[src/hdl/mbfs_pkg.sv]
`timescale 1ns / 1ps
// ----------------------------------------------------------------------------
// mbfs_pkg
// Shared types and constants of the msb-first bit-field stream block.
// ----------------------------------------------------------------------------
package mbfs_pkg;

    localparam int LEN_W          = 13;
    localparam int MAX_FIELD_BITS = 32;
    localparam int WIN_BITS       = 40;   // five bytes cover any field

    localparam logic [LEN_W-1:0] LEN_RESET = 13'd4096;

    // commands
    localparam logic [1:0] CMD_READ  = 2'd0;
    localparam logic [1:0] CMD_WRITE = 2'd1;
    localparam logic [1:0] CMD_JUMP  = 2'd2;
    localparam logic [1:0] CMD_MOVE  = 2'd3;

    // status codes
    localparam logic [2:0] ST_OK         = 3'd0;
    localparam logic [2:0] ST_BAD_COUNT  = 3'd1;
    localparam logic [2:0] ST_PAST_END   = 3'd2;
    localparam logic [2:0] ST_BAD_TARGET = 3'd3;
    localparam logic [2:0] ST_MOVE_NEG   = 3'd4;
    localparam logic [2:0] ST_MOVE_PAST  = 3'd5;

    // one classified command, handed from the front to the back
    typedef struct packed {
        logic             is_write;
        logic [2:0]       nbytes;    // bytes touched, zero when no memory access
        logic [LEN_W-1:0] base;      // first byte touched
        logic [2:0]       bit0;      // first bit within that byte
        logic [5:0]       count;
        logic [2:0]       tail;      // unused bits after the field in its last byte
        logic [31:0]      wval;
        logic [2:0]       status;
        logic [LEN_W-1:0] cur_byte;
        logic [2:0]       cur_bit;
    } t_job;

endpackage

[src/hdl/mbfs_queue.sv]
`timescale 1ns / 1ps
// ----------------------------------------------------------------------------
// mbfs_queue
// Two-entry queue of classified commands between front and back.
// ----------------------------------------------------------------------------
module mbfs_queue import mbfs_pkg::*; (
    input  logic i_clk,
    input  logic i_rst_n,
    input  logic i_push,
    input  t_job i_job,
    output logic o_full,
    output logic o_valid,
    input  logic i_pop,
    output t_job o_job
);

    localparam int DEPTH = 2;
    localparam int PTR_W = $clog2(DEPTH);

    t_job             r_entry [DEPTH];
    logic [PTR_W-1:0] r_wr_ptr;
    logic [PTR_W-1:0] r_rd_ptr;
    logic [PTR_W:0]   r_count;
    logic             w_push;
    logic             w_pop;

    assign o_full  = (r_count == (PTR_W+1)'(DEPTH));
    assign o_valid = (r_count != '0);
    assign o_job   = r_entry[r_rd_ptr];
    assign w_push  = i_push && !o_full;
    assign w_pop   = i_pop && o_valid;

    always_ff @(posedge i_clk) begin
        if (w_push) begin
            r_entry[r_wr_ptr] <= i_job;
        end
    end

    always_ff @(posedge i_clk) begin
        if (!i_rst_n) begin
            r_wr_ptr <= '0;
            r_rd_ptr <= '0;
            r_count  <= '0;
        end else begin
            if (w_push) begin
                r_wr_ptr <= r_wr_ptr + 1'b1;
            end
            if (w_pop) begin
                r_rd_ptr <= r_rd_ptr + 1'b1;
            end
            r_count <= r_count + (PTR_W+1)'(w_push) - (PTR_W+1)'(w_pop);
        end
    end

    a_count_range: assert property (@(posedge i_clk) disable iff (!i_rst_n)
        r_count <= (PTR_W+1)'(DEPTH))
        else $error("queue count out of range");

endmodule

[config.mk]
export PLATFORM = sky130hd
export DESIGN_NAME = mbfs_queue
export DESIGN_NICKNAME = d
export VERILOG_FILES = /design/src/hdl/mbfs_pkg.sv /design/src/hdl/mbfs_queue.sv
export SDC_FILE = /design/constraint.sdc
export NUM_CORES = 1
export LEC_CHECK = 0
export BUFFER_PORTS_ARGS = -buffer_cell sky130_fd_sc_hd__clkbuf_2
export CAP_MARGIN = 30
export CORE_MARGIN = 2
export CORE_UTILIZATION = 25
export DETAILED_ROUTE_END_ITERATION = 10
export GPL_ROUTABILITY_DRIVEN = 1
export PLACE_DENSITY = 0.5
export RECOVER_POWER = 100
export SLEW_MARGIN = 0
export SYNTH_ARGS = -nofsm -noshare
export SYNTH_HDL_FRONTEND = slang
export SYNTH_SLANG_ARGS = --single-unit
[constraint.sdc]
create_clock -name i_clk -period 4.8 [get_ports i_clk]
set_input_delay 0 -clock i_clk [delete_from_list [all_inputs] [get_ports i_clk]]
set_output_delay 0 -clock i_clk [all_outputs]
set_load 0.02 [all_outputs]
After elaboration in Yosys (flattened, before gate mapping)
Memories as Yosys holds them, arrays and structs flattened. A register that Yosys moved wholly into a read port is not among the register bits. Index checks and enable logic that the tools add are counted. W data, S select, Z words.

$add $sub $neg: 4. Equality and inequality tests: 1. Muxes and demuxes: 4. Reduce and logical (&&, ||, !) cells: 4.

Operator list (count): $mux W1 (4); $add A1 B1 Y1 const B (2); $add A2 B1 Y2 (1); $eq A2 B2 Y1 const B (1); $logic_and A1 B1 Y1 (2); $reduce_bool A2 Y1 (1); $sub A2 B1 Y2 (1); $logic_not A1 Y1 (1).

Register bits after elaboration: 4. Memory bits (writable): 160. Input bits: 84. Output and inout bits: 82. Word-level logic and storage cells: 17. Memories kept: 1.

Memory list: r_entry (words 2, width 80, read ports 1, clocked after memory_dff 1, write ports 1, RTL line mbfs_queue.sv:20) `t_job r_entry [DEPTH];`.

Longest topological paths before layout
Word-level depth: 5. Gate-level depth with buffers: 8.

Worst setup path after synthesis
OpenSTA, ideal clock, no wires.

Kind: register to register. From: register r_count[0]. To: memory r_entry[0][0] in the netlist's numbering, enable pin. Library setup time: 519 ps. Data arrival time: 3917 ps. Slack: 364 ps. Cell stages (with the launch flop): 4. Buffers on the path: 0. Cell sequence: dfxtp_1 > nand2b_1 > nand2_1 > nor2_1.

Longest elaborated chain between the ends: 5.

RTL lines: start, declared (RTL line mbfs_queue.sv:23) `logic [PTR_W:0] r_count;`; start signal, assigned (RTL line mbfs_queue.sv:51) `r_count <= r_count + (PTR_W+1)'(w_push) - (PTR_W+1)'(w_pop);`; $eq A2 B2 Y1 (RTL line mbfs_queue.sv:27) `assign o_full = (r_count == (PTR_W+1)'(DEPTH));`; $logic_not A1 Y1 (RTL line mbfs_queue.sv:30) `assign w_push = i_push && !o_full;`; $logic_and A1 B1 Y1 (RTL line mbfs_queue.sv:30); $mux W1 (RTL line mbfs_queue.sv:34) `if (w_push) begin`; $mux W1 (implied by the code) (RTL line mbfs_queue.sv:35) `r_entry[r_wr_ptr] <= i_job;`; end, declared (RTL line mbfs_queue.sv:20).

Every way passes these cells.

Final worst setup path
From: register r_count[0]. To: memory r_entry[0][4] in the netlist's numbering, enable pin.

The elaborated chain is that of the path after synthesis.

==> impl_metrics.py <==
metrics = {
    "floorplan": {
        "die_area_um2": 27000,
        "die_h_um": 164,
        "core_area_um2": 25200,
        "start_util_pct": 25.5,
        "ioPinCount": 166,
        "fp-row-count": 58,
        "die_x_um": 164,
    },
    "critical_path": {
        "cp-start-kind": "flip-flop",
        "crit_cells": 4,
        "reg2reg_setup_slack_ps": 1830,
        "critPathCaptureType": "flip-flop",
        "slowest_stage": "clkbuf_1",
        "worstPathArrival_ps": 2950,
        "path_buf_inv": 1,
        "cp.required_ps": 4780,
        "critPathMaxStageDelay_ps": 1720,
        "crit_path_cell_trace": "nand2b_1, nand2_1, nor2_4, clkbuf_1",
        "worstReg2RegEnd": "r_entry[0][4]",
        "criticalPathCategory": "flip-flop to flip-flop",
        "setup.worst_path.start": "r_count[0]",
        "crit_family": "buffers and inverters",
        "cp_max_fo": 40,
        "rr_worst_depth": 4,
        "r2r_start": "r_count[0]",
        "cp-endpoint": "r_entry[0][4]",
    },
    "timing": {
        "grt_setup_unrepaired": "no",
        "max_freq_mhz": 337,
        "hold-worst-slack_ps": 315,
        "hold_violations": 0,
        "tightest_slew_ps": 2430,
        "fin_skew_ps": 9.29,
        "fin_setup_tns_ps": 0,
        "setup_viol": 0,
        "finalCritPeriodShare_pct": 61.8,
        "slew_viol_final": 115,
        "slew-limit-headroom_pct": -61.9,
        "fin_crit_ps": 2970,
    },
    "synth": {
        "yosys_warnings": 0,
        "synth-seq-cells": 165,
        "async_flop_share_pct": 0,
        "yosysSeqAreaShare_pct": 76.5,
        "synth_ff_type": "edfxtp_1",
        "synth_enable_flop_cells": 160,
        "netlist_instances": 276,
        "syn_area_um2": 6410,
        "syn_nets": 362,
        "synth.distinct_cells": 18,
        "syn_area_per_cell_um2": 23.2,
    },
    "clocking": {
        "cts.sinks": 165,
        "clockBufferDepth": 2,
        "clk_pin_slew_ps": 70,
        "cts_resized": 0,
        "cts_root_buf": "clkbuf_16",
        "clkLatencyLatePin_ps": 420,
        "cts_tree": "done",
        "cts_inserted_buffers": 17,
        "cts_htree_levels": 4,
    },
    "power_and_ir_drop": {
        "power_density_nw_per_um2": 535,
        "power_switching_mw": 1.44,
        "peakVddDrop_mv": 0.270,
        "power_frac_seq_pct": 41.5,
        "p_sw_share_pct": 30.8,
        "p_leak_nw": 3.10,
        "fin_total_pwr_mw": 4.67,
        "p_int_mw": 3.23,
        "power.share.clock_pct": 29.2,
        "p_comb_share_pct": 29.3,
    },
    "global_routing": {
        "antenna_found_initial": 1,
        "grt_usage_pct": 9.42,
        "grt_pass1_vias": 3715,
        "grt_max_degree": 50,
        "grt_pass1_wl_mm": 19.1,
        "grt_remaining_overflow": 0,
    },
    "layout": {
        "final_cell_mix": "edfxtp_1 (160), clkbuf_1 (121), dlygate4sd3_1 (83), mux2_4 (56), clkbuf_2 (45)",
        "layout_commonest_cell": "edfxtp_1",
        "drive_above_1_share_pct": 25.0,
        "area_growth_pct": 36.1,
        "fin_nets": 625,
    },
    "route": {
        "via_per_inst": 3.84,
        "drt_wl_total_mm": 12.6,
        "drtIter0Drc": 120,
        "avgRoutedWirePerCell_um": 14.3,
        "dr.pass1.iters": 4,
        "drtAntennaViolNets": 0,
        "drc_errors": 0,
        "vias": 3390,
    },
    "place": {
        "port_buffers": 165,
        "hpwl_mm": 8.06,
        "place_congestion": 0.685,
    },
    "run_status": {
        "violations": "max-capacitance violations, max-slew violations",
        "status": "complete, but fails checks",
    },
    "hold_path": {
        "hold_depth": 2,
        "hold_class": "input port to flip-flop",
    },
    "flow_run": {
        "maxCapViolCount": 3,
    },
}
Yosys cell counts, drive strengths merged (2+ instances only):
cell    instances  area share, %
mux2           80             19
nor2            4           0.23
inv             3           0.18
nand2           2           0.12
dfxtp           5            1.6
nand2b          2           0.20
ha              2           0.39
and2            2           0.20
edfxtp        160             75
buf             9            2.7
registers in the layout, summed over array words and instances (netlist names), named ones only:
register / count
r_count: 2
r_entry: 160
r_rd_ptr: 1
r_wr_ptr: 1
metal layers:
layer  GRT usage (%)  vias up  routed length (µm)
met1            10.9     1676                5320
met3            3.03        7                 680
met4            3.15        0                 107
met2            16.4       98                6480
li1                -     1609                   -
met5               0        -                   0
cell type report:
class / instances / area (µm²)
tap: 330 / 413
multi-input combinational: 99 / 1240
clock inverter: 13 / 145
antenna: 1 / 2.50
clock buffer: 19 / 453
inverter: 3 / 11.3
sequential: 165 / 4900
fill: 2446 / 16500
timing repair buffer: 253 / 1560
cell families (layout without fill, tap and decap cells):
group / after synthesis / after routing / synth area share (%)
DFF: 165 / 165 / 76.5
muxes: 81 / 81 / 18.9
and+or+nand+nor: 13 / 13 / 1.01
buffers and inverters: 12 / 288 / 2.85
adders and majority gates: 2 / 2 / 0.390
xor gates and xnor gates: 2 / 2 / 0.273
AOI/OAI and AO/OA: 1 / 1 / 0.117
other: 0 / 1 / 0
power groups by stage:
stage	clock [mW]	sequential [mW]	combinational (mW)
3_3_place_gp	0	2.03	1.37
2_1_floorplan	0	1.95	1.16
6_report	1.36	1.94	1.37
4_1_cts	1.42	2.02	1.44
5_1_grt	1.48	1.96	1.47
3_5_place_dp	0	2.05	1.38
timing repair:
| item | CTS | global route |
|---|---|---|
| hold endpoints to repair | 165 | 0 |
| setup buffers | 0 | 0 |
| hold buffers | 83 | 0 |
how the worst min path moves through the flow:
stage               startpoint        endpoint  slack (ps)
CTS                  i_job[22]  r_entry[1][22]         290
global placement     i_job[63]  r_entry[1][63]         190
global route         i_job[43]  r_entry[1][43]         300
finish               i_job[17]  r_entry[0][17]         310
detailed placement   i_job[17]  r_entry[0][17]         190
floorplan             i_job[0]   r_entry[0][0]         100
per-stage QoR:
| step | setup WS, ps | std cells | utilization (%) | area [µm²] |
|---|---|---|---|---|
| after floorplan | 364 | 276 | - | 6410 |
| after global placement | 2580 | 766 | 29.9 | 7530 |
| after detailed placement | 2550 | 766 | 29.9 | 7530 |
| after CTS | 2080 | 881 | 35.6 | 8960 |
| after global routing | 1480 | 883 | 34.7 | 8730 |
| final | 1830 | 883 | 34.7 | 8730 |
(Power assumes the default switching activity.)
