File: src/hdl/mbfs_pkg.sv
`timescale 1ns / 1ps
// ----------------------------------------------------------------------------
// mbfs_pkg
// Shared types and constants of the msb-first bit-field stream block.
// ----------------------------------------------------------------------------
package mbfs_pkg;

    localparam int LEN_W          = 13;
    localparam int MAX_FIELD_BITS = 32;
    localparam int WIN_BITS       = 40;   // five bytes cover any field

    localparam logic [LEN_W-1:0] LEN_RESET = 13'd4096;

    // commands
    localparam logic [1:0] CMD_READ  = 2'd0;
    localparam logic [1:0] CMD_WRITE = 2'd1;
    localparam logic [1:0] CMD_JUMP  = 2'd2;
    localparam logic [1:0] CMD_MOVE  = 2'd3;

    // status codes
    localparam logic [2:0] ST_OK         = 3'd0;
    localparam logic [2:0] ST_BAD_COUNT  = 3'd1;
    localparam logic [2:0] ST_PAST_END   = 3'd2;
    localparam logic [2:0] ST_BAD_TARGET = 3'd3;
    localparam logic [2:0] ST_MOVE_NEG   = 3'd4;
    localparam logic [2:0] ST_MOVE_PAST  = 3'd5;

    // one classified command, handed from the front to the back
    typedef struct packed {
        logic             is_write;
        logic [2:0]       nbytes;    // bytes touched, zero when no memory access
        logic [LEN_W-1:0] base;      // first byte touched
        logic [2:0]       bit0;      // first bit within that byte
        logic [5:0]       count;
        logic [2:0]       tail;      // unused bits after the field in its last byte
        logic [31:0]      wval;
        logic [2:0]       status;
        logic [LEN_W-1:0] cur_byte;
        logic [2:0]       cur_bit;
    } t_job;

endpackage

File: src/hdl/mbfs_front.sv
`timescale 1ns / 1ps
// ----------------------------------------------------------------------------
// mbfs_front
// Accepts commands, owns the cursor and length, checks each command and
// queues it with its status and resulting cursor.
// ----------------------------------------------------------------------------
module mbfs_front import mbfs_pkg::*; #(
    parameter int BUFFER_BYTES = 4096
) (
    input  logic              i_clk,
    input  logic              i_rst_n,
    input  logic              i_cfg_wr_en,
    input  logic [LEN_W-1:0]  i_cfg_wr_data,
    input  logic              i_in_valid,
    output logic              o_in_ready,
    input  logic [1:0]        i_cmd,
    input  logic [5:0]        i_bit_count,
    input  logic [31:0]       i_write_value,
    input  logic [LEN_W-1:0]  i_target_byte,
    input  logic [3:0]        i_target_bit,
    input  logic signed [16:0] i_delta_bytes,
    input  logic signed [15:0] i_delta_bits,
    input  logic              i_q_full,
    output logic              o_push,
    output t_job              o_job
);

    logic [LEN_W-1:0] r_length;
    logic [LEN_W-1:0] r_cur_byte;
    logic [2:0]       r_cur_bit;

    logic [LEN_W-1:0]   w_len_eff;
    logic [LEN_W+2:0]   w_pos;
    logic [LEN_W+3:0]   w_end;
    logic [LEN_W+3:0]   w_limit;
    logic [6:0]         w_span;
    logic signed [21:0] w_pos_s;
    logic signed [21:0] w_dbyte_s;
    logic signed [21:0] w_dbit_s;
    logic signed [21:0] w_total;
    logic               w_accept;
    t_job               w_job;

    always_comb begin
        if (32'(r_length) > BUFFER_BYTES) begin
            w_len_eff = LEN_W'(BUFFER_BYTES);
        end else begin
            w_len_eff = r_length;
        end
    end

    assign w_pos   = {r_cur_byte, r_cur_bit};
    assign w_end   = {1'b0, w_pos} + (LEN_W+4)'(i_bit_count);
    assign w_limit = {1'b0, w_len_eff, 3'b000};
    assign w_span  = 7'(r_cur_bit) + 7'(i_bit_count);

    // move: position plus eight times the byte delta plus the bit delta
    assign w_pos_s   = signed'({6'b0, w_pos});
    assign w_dbyte_s = signed'({{2{i_delta_bytes[16]}}, i_delta_bytes, 3'b000});
    assign w_dbit_s  = signed'({{6{i_delta_bits[15]}}, i_delta_bits});
    assign w_total   = w_pos_s + w_dbyte_s + w_dbit_s;

    always_comb begin
        w_job          = '0;
        w_job.wval     = i_write_value;
        w_job.count    = i_bit_count;
        w_job.base     = r_cur_byte;
        w_job.bit0     = r_cur_bit;
        w_job.tail     = 3'(7'd0 - w_span);
        w_job.status   = ST_OK;
        w_job.cur_byte = r_cur_byte;
        w_job.cur_bit  = r_cur_bit;
        unique case (i_cmd)
            CMD_READ, CMD_WRITE: begin
                priority if (i_bit_count == 6'd0
                             || i_bit_count > 6'(MAX_FIELD_BITS)) begin
                    w_job.status = ST_BAD_COUNT;
                end else if (w_end > w_limit) begin
                    w_job.status = ST_PAST_END;
                end else begin
                    w_job.is_write = (i_cmd == CMD_WRITE);
                    w_job.nbytes   = 3'((w_span + 7'd7) >> 3);
                    w_job.cur_byte = w_end[LEN_W+2:3];
                    w_job.cur_bit  = w_end[2:0];
                end
            end
            CMD_JUMP: begin
                if (i_target_byte > w_len_eff || i_target_bit > 4'd7) begin
                    w_job.status = ST_BAD_TARGET;
                end else begin
                    w_job.cur_byte = i_target_byte;
                    w_job.cur_bit  = i_target_bit[2:0];
                end
            end
            CMD_MOVE: begin
                priority if (w_total[21]) begin
                    w_job.status = ST_MOVE_NEG;
                end else if (w_total[21:3] > {6'b0, w_len_eff}) begin
                    w_job.status = ST_MOVE_PAST;
                end else begin
                    w_job.cur_byte = w_total[LEN_W+2:3];
                    w_job.cur_bit  = w_total[2:0];
                end
            end
        endcase
    end

    assign o_in_ready = !i_q_full;
    assign w_accept   = i_in_valid && o_in_ready;
    assign o_push     = w_accept;
    assign o_job      = w_job;

    always_ff @(posedge i_clk) begin
        if (!i_rst_n) begin
            r_length   <= LEN_RESET;
            r_cur_byte <= '0;
            r_cur_bit  <= '0;
        end else begin
            if (i_cfg_wr_en) begin
                r_length <= i_cfg_wr_data;
            end
            if (w_accept) begin
                r_cur_byte <= w_job.cur_byte;
                r_cur_bit  <= w_job.cur_bit;
            end
        end
    end

    // the cursor only moves with an accepted transaction
    a_cursor_hold: assert property (@(posedge i_clk) disable iff (!i_rst_n)
        !w_accept |=> $stable(r_cur_byte) && $stable(r_cur_bit))
        else $error("cursor changed without a transaction");

endmodule

File: config.mk
export PLATFORM = sky130hd
export DESIGN_NAME = mbfs_front
export DESIGN_NICKNAME = d
export VERILOG_FILES = /design/src/hdl/mbfs_pkg.sv /design/src/hdl/mbfs_front.sv
export SDC_FILE = /design/constraint.sdc
export NUM_CORES = 1
export LEC_CHECK = 0
export BUFFER_PORTS_ARGS = -buffer_cell sky130_fd_sc_hd__buf_4
export CORE_ASPECT_RATIO = 0.8
export CORE_MARGIN = 2
export CORE_UTILIZATION = 51
export DETAILED_ROUTE_END_ITERATION = 8
export GPL_ROUTABILITY_DRIVEN = 0
export PLACE_DENSITY = 0.93
export SYNTH_ARGS = -nofsm -noshare
export SYNTH_HDL_FRONTEND = slang
export SYNTH_SLANG_ARGS = --single-unit
export TNS_END_PERCENT = 20
File: constraint.sdc
create_clock -name i_clk -period 5.3 [get_ports i_clk]
set_clock_uncertainty 0.15 [all_clocks]
set_input_delay 0.265 -clock i_clk [delete_from_list [all_inputs] [get_ports i_clk]]
set_output_delay 0.265 -clock i_clk [all_outputs]
set_load 0.02 [all_outputs]
Word-level counts from Yosys, hierarchy flattened

Cells that the tools add are included.

Register bits: 29
Input port bits: 108
Output and inout port bits: 82
Word-level logic and storage cells: 40

$add $sub $neg: 6
Order comparisons: 6
Eq/ne operators: 3
Muxes and demuxes: 15
Reduce and logical (&&, ||, !) cells: 7

Operator list:

| kind                                                                  | count |
|---|---|
| 16-bit two-way mux                                                    | 5 |
| 19-bit case mux with 3 select lines                                   | 1 |
| 21-bit by 16-bit adder with 22-bit output                             | 1 |
| 17-bit by 20-bit adder with 21-bit output                             | 1 |
| 19-bit by 13-bit > comparator with 1-bit output                       | 1 |
| 16-bit by 6-bit adder with 17-bit output                              | 1 |
| 17-bit by 16-bit > comparator with 1-bit output                       | 1 |
| 13-bit > comparator                                                   | 1 |
| 13-bit > comparator, second input constant                            | 1 |
| 13-bit two-way mux                                                    | 1 |
| 4-bit two-way mux                                                     | 3 |
| 3-bit two-way mux                                                     | 3 |
| 3-bit by 6-bit adder with 6-bit output                                | 1 |
| 6-bit by 3-bit adder with 6-bit output, second input constant         | 1 |
| 6-bit > comparator, second input constant                             | 1 |
| 6-bit zero test                                                       | 1 |
| 2-bit equality test, second input constant                            | 2 |
| 4-bit by 3-bit > comparator with 1-bit output, second input constant  | 1 |
| 2-bit two-way mux                                                     | 2 |
| 1-bit by 3-bit subtractor with 3-bit output, first input constant     | 1 |
| 2-bit by 1-bit equality test with 1-bit output, second input constant | 1 |
| 2-bit zero test                                                       | 1 |
| 1-bit logical OR                                                      | 2 |
| 2-bit OR reduction                                                    | 1 |
| 2 further kinds                                                       | 2 |

Logic depth before layout (Yosys ltp)

Depth in word-level cells: 6
Mapped depth: 23

Least setup slack after synthesis

No wires, ideal clock.

Path kind: register -> output
From: reg r_cur_byte[0]
To: out o_job[13] in the netlist's numbering
Arrival time: 4.461 ns
Slack: 0.424 ns
Stages on the path, launching flop included: 23
Buffers on the path: 1
Path through: dfxtp_1 > inv_1 > fa_1 > inv_1 > ha_1 > nor2b_1 > o2111ai_1 > nand2_1 > a21oi_1 > o21bai_1 > a21oi_1 > xnor2_1 > ha_1 > a211oi_1 > o21ai_0 > o31ai_1 > o21ai_0 > a211oi_2 > nand4_2 > a21bo_2 > clkbuf_1 > nand2_1 > nand2_1

RTL lines:

| what                   | RTL line          | text |
|---|---|---|
| from (decl)            | mbfs_front.sv:29  | `logic [LEN_W-1:0] r_cur_byte;` |
| from (signal assigned) | mbfs_front.sv:123 | `r_cur_byte <= w_job.cur_byte;` |
| to (decl)              | mbfs_front.sv:25  | `output t_job o_job` |

==> results.yml <==
run_status:
  run_status: "finished, violations left"
  violations: "setup timing"
clock_network:
  path_clk_slew_ps: 50
  cts_tree: "built"
  clock_tree.root_cell: "sky130_fd_sc_hd__clkbuf_16"
  cts_made_buffers: 5
  insertion_delay_ps: 280
  cts-htree-levels: 2
  cts-hold-fix-buffers: 0
  clockBufferDepth: 2
  clock_sink_count: 29
setup_path:
  crit_arrival_ps: 5190
  endpoint_kind: "primary output"
  highest_cell_delay_on_the_worst_timing_path_ps: 560
  critical_path.startpoint_type: "flip-flop"
  crit_path_top_delay_cell: "sky130_fd_sc_hd__fa_1"
  crit_top_cell: "sky130_fd_sc_hd__nand2_1"
  timing.critical_path.cells: "fa_1 -> ha_4 -> a21o_1 -> a31o_1 -> o21ai_2 -> nand3_2 -> a21o_1 -> a21oi_2 -> xnor2_2 -> ha_1 -> nand2_1 -> nor4_2 -> a21oi_1 -> o31ai_1 -> o21ai_1 -> a211oi_2 -> nand4_2 -> buf_6 -> a21bo_2 -> nand2_1 -> nand2_1 -> buf_4"
  worstReg2RegEnd: "r_cur_byte[2]$_SDFFE_PN0P_"
  timing.rr.start: "r_cur_byte[2]$_SDFFE_PN0P_"
  critPathTopFamily: "compound AO/OA/AOI/OAI gates"
  required_time_of_the_worst_setup_path_ps: 4890
  path_depth: 22
  buffer_and_inverter_count_on_the_worst_path: 2
  worst-path-max-fanout: 8
  r2r_slack_ps: -150
  worstRegToRegCells: 21
  critical_path_class: "reg -> out"
finish:
  antennaDiodeCount: 0
  postLayoutCellArea_sq_um: 6270
  post-route-util_pct: 65.8
  layout.nets: 930
  instances_no_fill: 854
  fraction_of_layout_cells_with_a_size_suffix_above_1_pct: 29.4
  syn2layout_area_growth_pct: 26.6
place:
  place_inst: 833
  port_buffers: 125
  placed_cell_area_sq_um: 5810
  detail_placement_hpwl_mm: 13.4
logic_synthesis:
  synth-edff-count: 0
  yosysSeqAreaShare_pct: 11.7
  postSynth.asyncResetShare_pct: 0
  synth-warning-count: 0
  post_synthesis_instance_area_sq_um: 4950
  yosys_register_bits: 29
  largest_cells_by_area_after_synthesis: "sky130_fd_sc_hd__ha_1, sky130_fd_sc_hd__dfxtp_1, sky130_fd_sc_hd__fa_1"
  synth_flop_cell: "sky130_fd_sc_hd__dfxtp_1"
  postSynthAreaPerCell_sq_um: 7.86
  syn-instance-count: 630
  synth_top_area_share_pct: 18.4
  syn-num-nets: 826
  synth_largest_area_cell: "sky130_fd_sc_hd__ha_1"
  synth_cell_types: 69
global_route:
  initial_antenna_violation_count: 0
  grt_start_max_net_pins: 22
  grt-ovfl-total: 0
  grt_first_pass_wirelength_mm: 26.3
  number_of_global_route_vias_before_repair: 5424
  grt.total_usage_pct: 31.4
pwr:
  comb_power_share_pct: 59.6
  peakVddDrop_v: 0.000140
  clockPowerShare_pct: 22.0
  cellPowerDensity_nw_per_um2: 205
  power_report.internal_total_mw: 0.720
  sequentialPowerShare_pct: 18.4
  switchingPower_mw: 0.563
  power_switching_share_pct: 43.9
  cellLeakagePower_nw: 2.95
timing:
  whs_ps: 82.3
  transition_time_at_the_pin_with_the_least_slew_margin_ps: 695
  rsz0062_at_grt: "true"
  fmax_mhz: 179
  finalSetupViolations: 29
  finalWorstSetupSlack_ps: -302
  relSlewSlack_pct: 53.7
  finalHoldViolCount: 0
  finalMaxSlewViolations: 0
  fin_crit_sh_pct: 106
  layout_min_cycle_time_ps: 5600
floorplanning:
  die_h_um: 92.1
  floorplan.die_area_sq_um: 10500
  placementRows: 32
  die_w_um: 114
  boundaryPins: 190
  initial_core_util_pct: 52.0
  core_region_area_sq_um: 9530
drt:
  detail_route.first_pass.iterations: 7
  detail_route.drc_violations: 0
  totalWireLength_mm: 18.8
  drt_first_iter_violations: 906
  ant_nets: 0
  routedWlPerCell_um: 22.0
  vias_post_dr: 5835
  vias_per_cell: 6.83
min_path:
  min-delay-path-class: "in -> reg"
  min_path_cells: 3
  hold_end: "r_length[12]$_SDFFE_PN1P_"
  holdCritStartpoint: "i_cfg_wr_data[12]"
run:
  cap_viol_max_count: 0
## final cells by class
class	instances	area [sq um]
inverters	35	131
flip-flops and latches	29	586
fillers	695	3260
clock inverters	2	10.0
repair buffers	157	1200
multi-input cells	506	4060
clock buffers	6	129
well taps	119	149
## power by group through the flow
stage | Sequential (mW) | Combinational, mW | Clock [mW]
6_report | 0.237 | 0.765 | 0.282
5_1_grt | 0.237 | 0.803 | 0.289
4_1_cts | 0.236 | 0.657 | 0.280
3_5_place_dp | 0.240 | 0.632 | 0
3_3_place_gp | 0.239 | 0.604 | 0
2_1_floorplan | 0.244 | 0.455 | 0
## cell usage in the layout (no fill, tap or decap), drive strengths merged, types with 4 or more instances in the layout
cell,n
o2bb2ai,11
a21o,11
nor2b,21
o31ai,4
xnor2,29
ha,73
a211oi,10
nor2,27
xor2,12
nor3,8
mux2i,14
clkbuf,6
fa,15
nand4,9
a221oi,10
a31oi,5
buf,157
a21oi,44
dfxtp,29
nand2,76
o21ai,30
o21a,8
nand3,19
inv,35
nor4,4
and3,6
## what timing repair did
action,CTS,global route
endpoints found under the setup margin,16,29
resized for setup,15,32
cloned,0,1
pin swaps,3,30
buffers inserted,2,10
## kinds of logic after synthesis
kind of cell / share of synthesized area, %
fa+ha+maj: 24.5
xor+xnor: 7.25
compound gates: 24.3
simple gates: 18.3
mux: 3.28
flops: 11.7
buf+inv: 10.6
## sequential cells by signal, summed over array words and instances (netlist names)
| signal | flops |
|---|---|
| r_length | 13 |
| r_cur_byte | 13 |
| r_cur_bit | 3 |
## through the flow
step | setup WS [ps] | setup TNS, ps | power (mW)
global route | -330 | -6400 | 1.33
floorplan | 424 | 0 | 0.700
CTS | -33.2 | -63.4 | 1.17
global placement | 111 | 0 | 0.843
detailed placement | -126 | -126 | 0.872
finish | -302 | -5690 | 1.28
## how the worst max path moves through the flow
stage	start	endpoint	slack [ps]
floorplan	r_cur_byte[0]$_SDFFE_PN0P_	o_job[13]	420
global placement	i_bit_count[0]	o_job[14]	110
detailed placement	i_bit_count[0]	o_job[14]	-130
CTS	r_cur_byte[0]$_SDFFE_PN0P_	o_job[10]	-30
global route	r_cur_byte[0]$_SDFFE_PN0P_	o_job[10]	-330
finish	r_cur_byte[2]$_SDFFE_PN0P_	o_job[14]	-300
## routing by layer
layer | vias to the layer above | global-route usage (%) | wire length [um]
li1 | 2462 | - | -
met2 | 576 | 46.6 | 7940
met3 | 185 | 9.72 | 2630
met5 | - | 0 | 0
met4 | 0 | 17.7 | 1420
met1 | 2612 | 40.1 | 6810
## Yosys cell counts, drive strengths merged (12+ instances only)
library cell,count
nand2,76
xor2,12
ha,73
nor2,27
inv,35
o21ai,30
mux2i,14
nor2b,21
fa,15
buf,45
a21oi,44
dfxtp,29
xnor2,29
clkbuf,16
nand3,19
## tightest hold or removal path: stages
cell	delay, ps
sky130_fd_sc_hd__buf_4	80
sky130_fd_sc_hd__nand2_1	50
sky130_fd_sc_hd__o211ai_1	80
No activity file was read; power rests on OpenSTA's default activity.
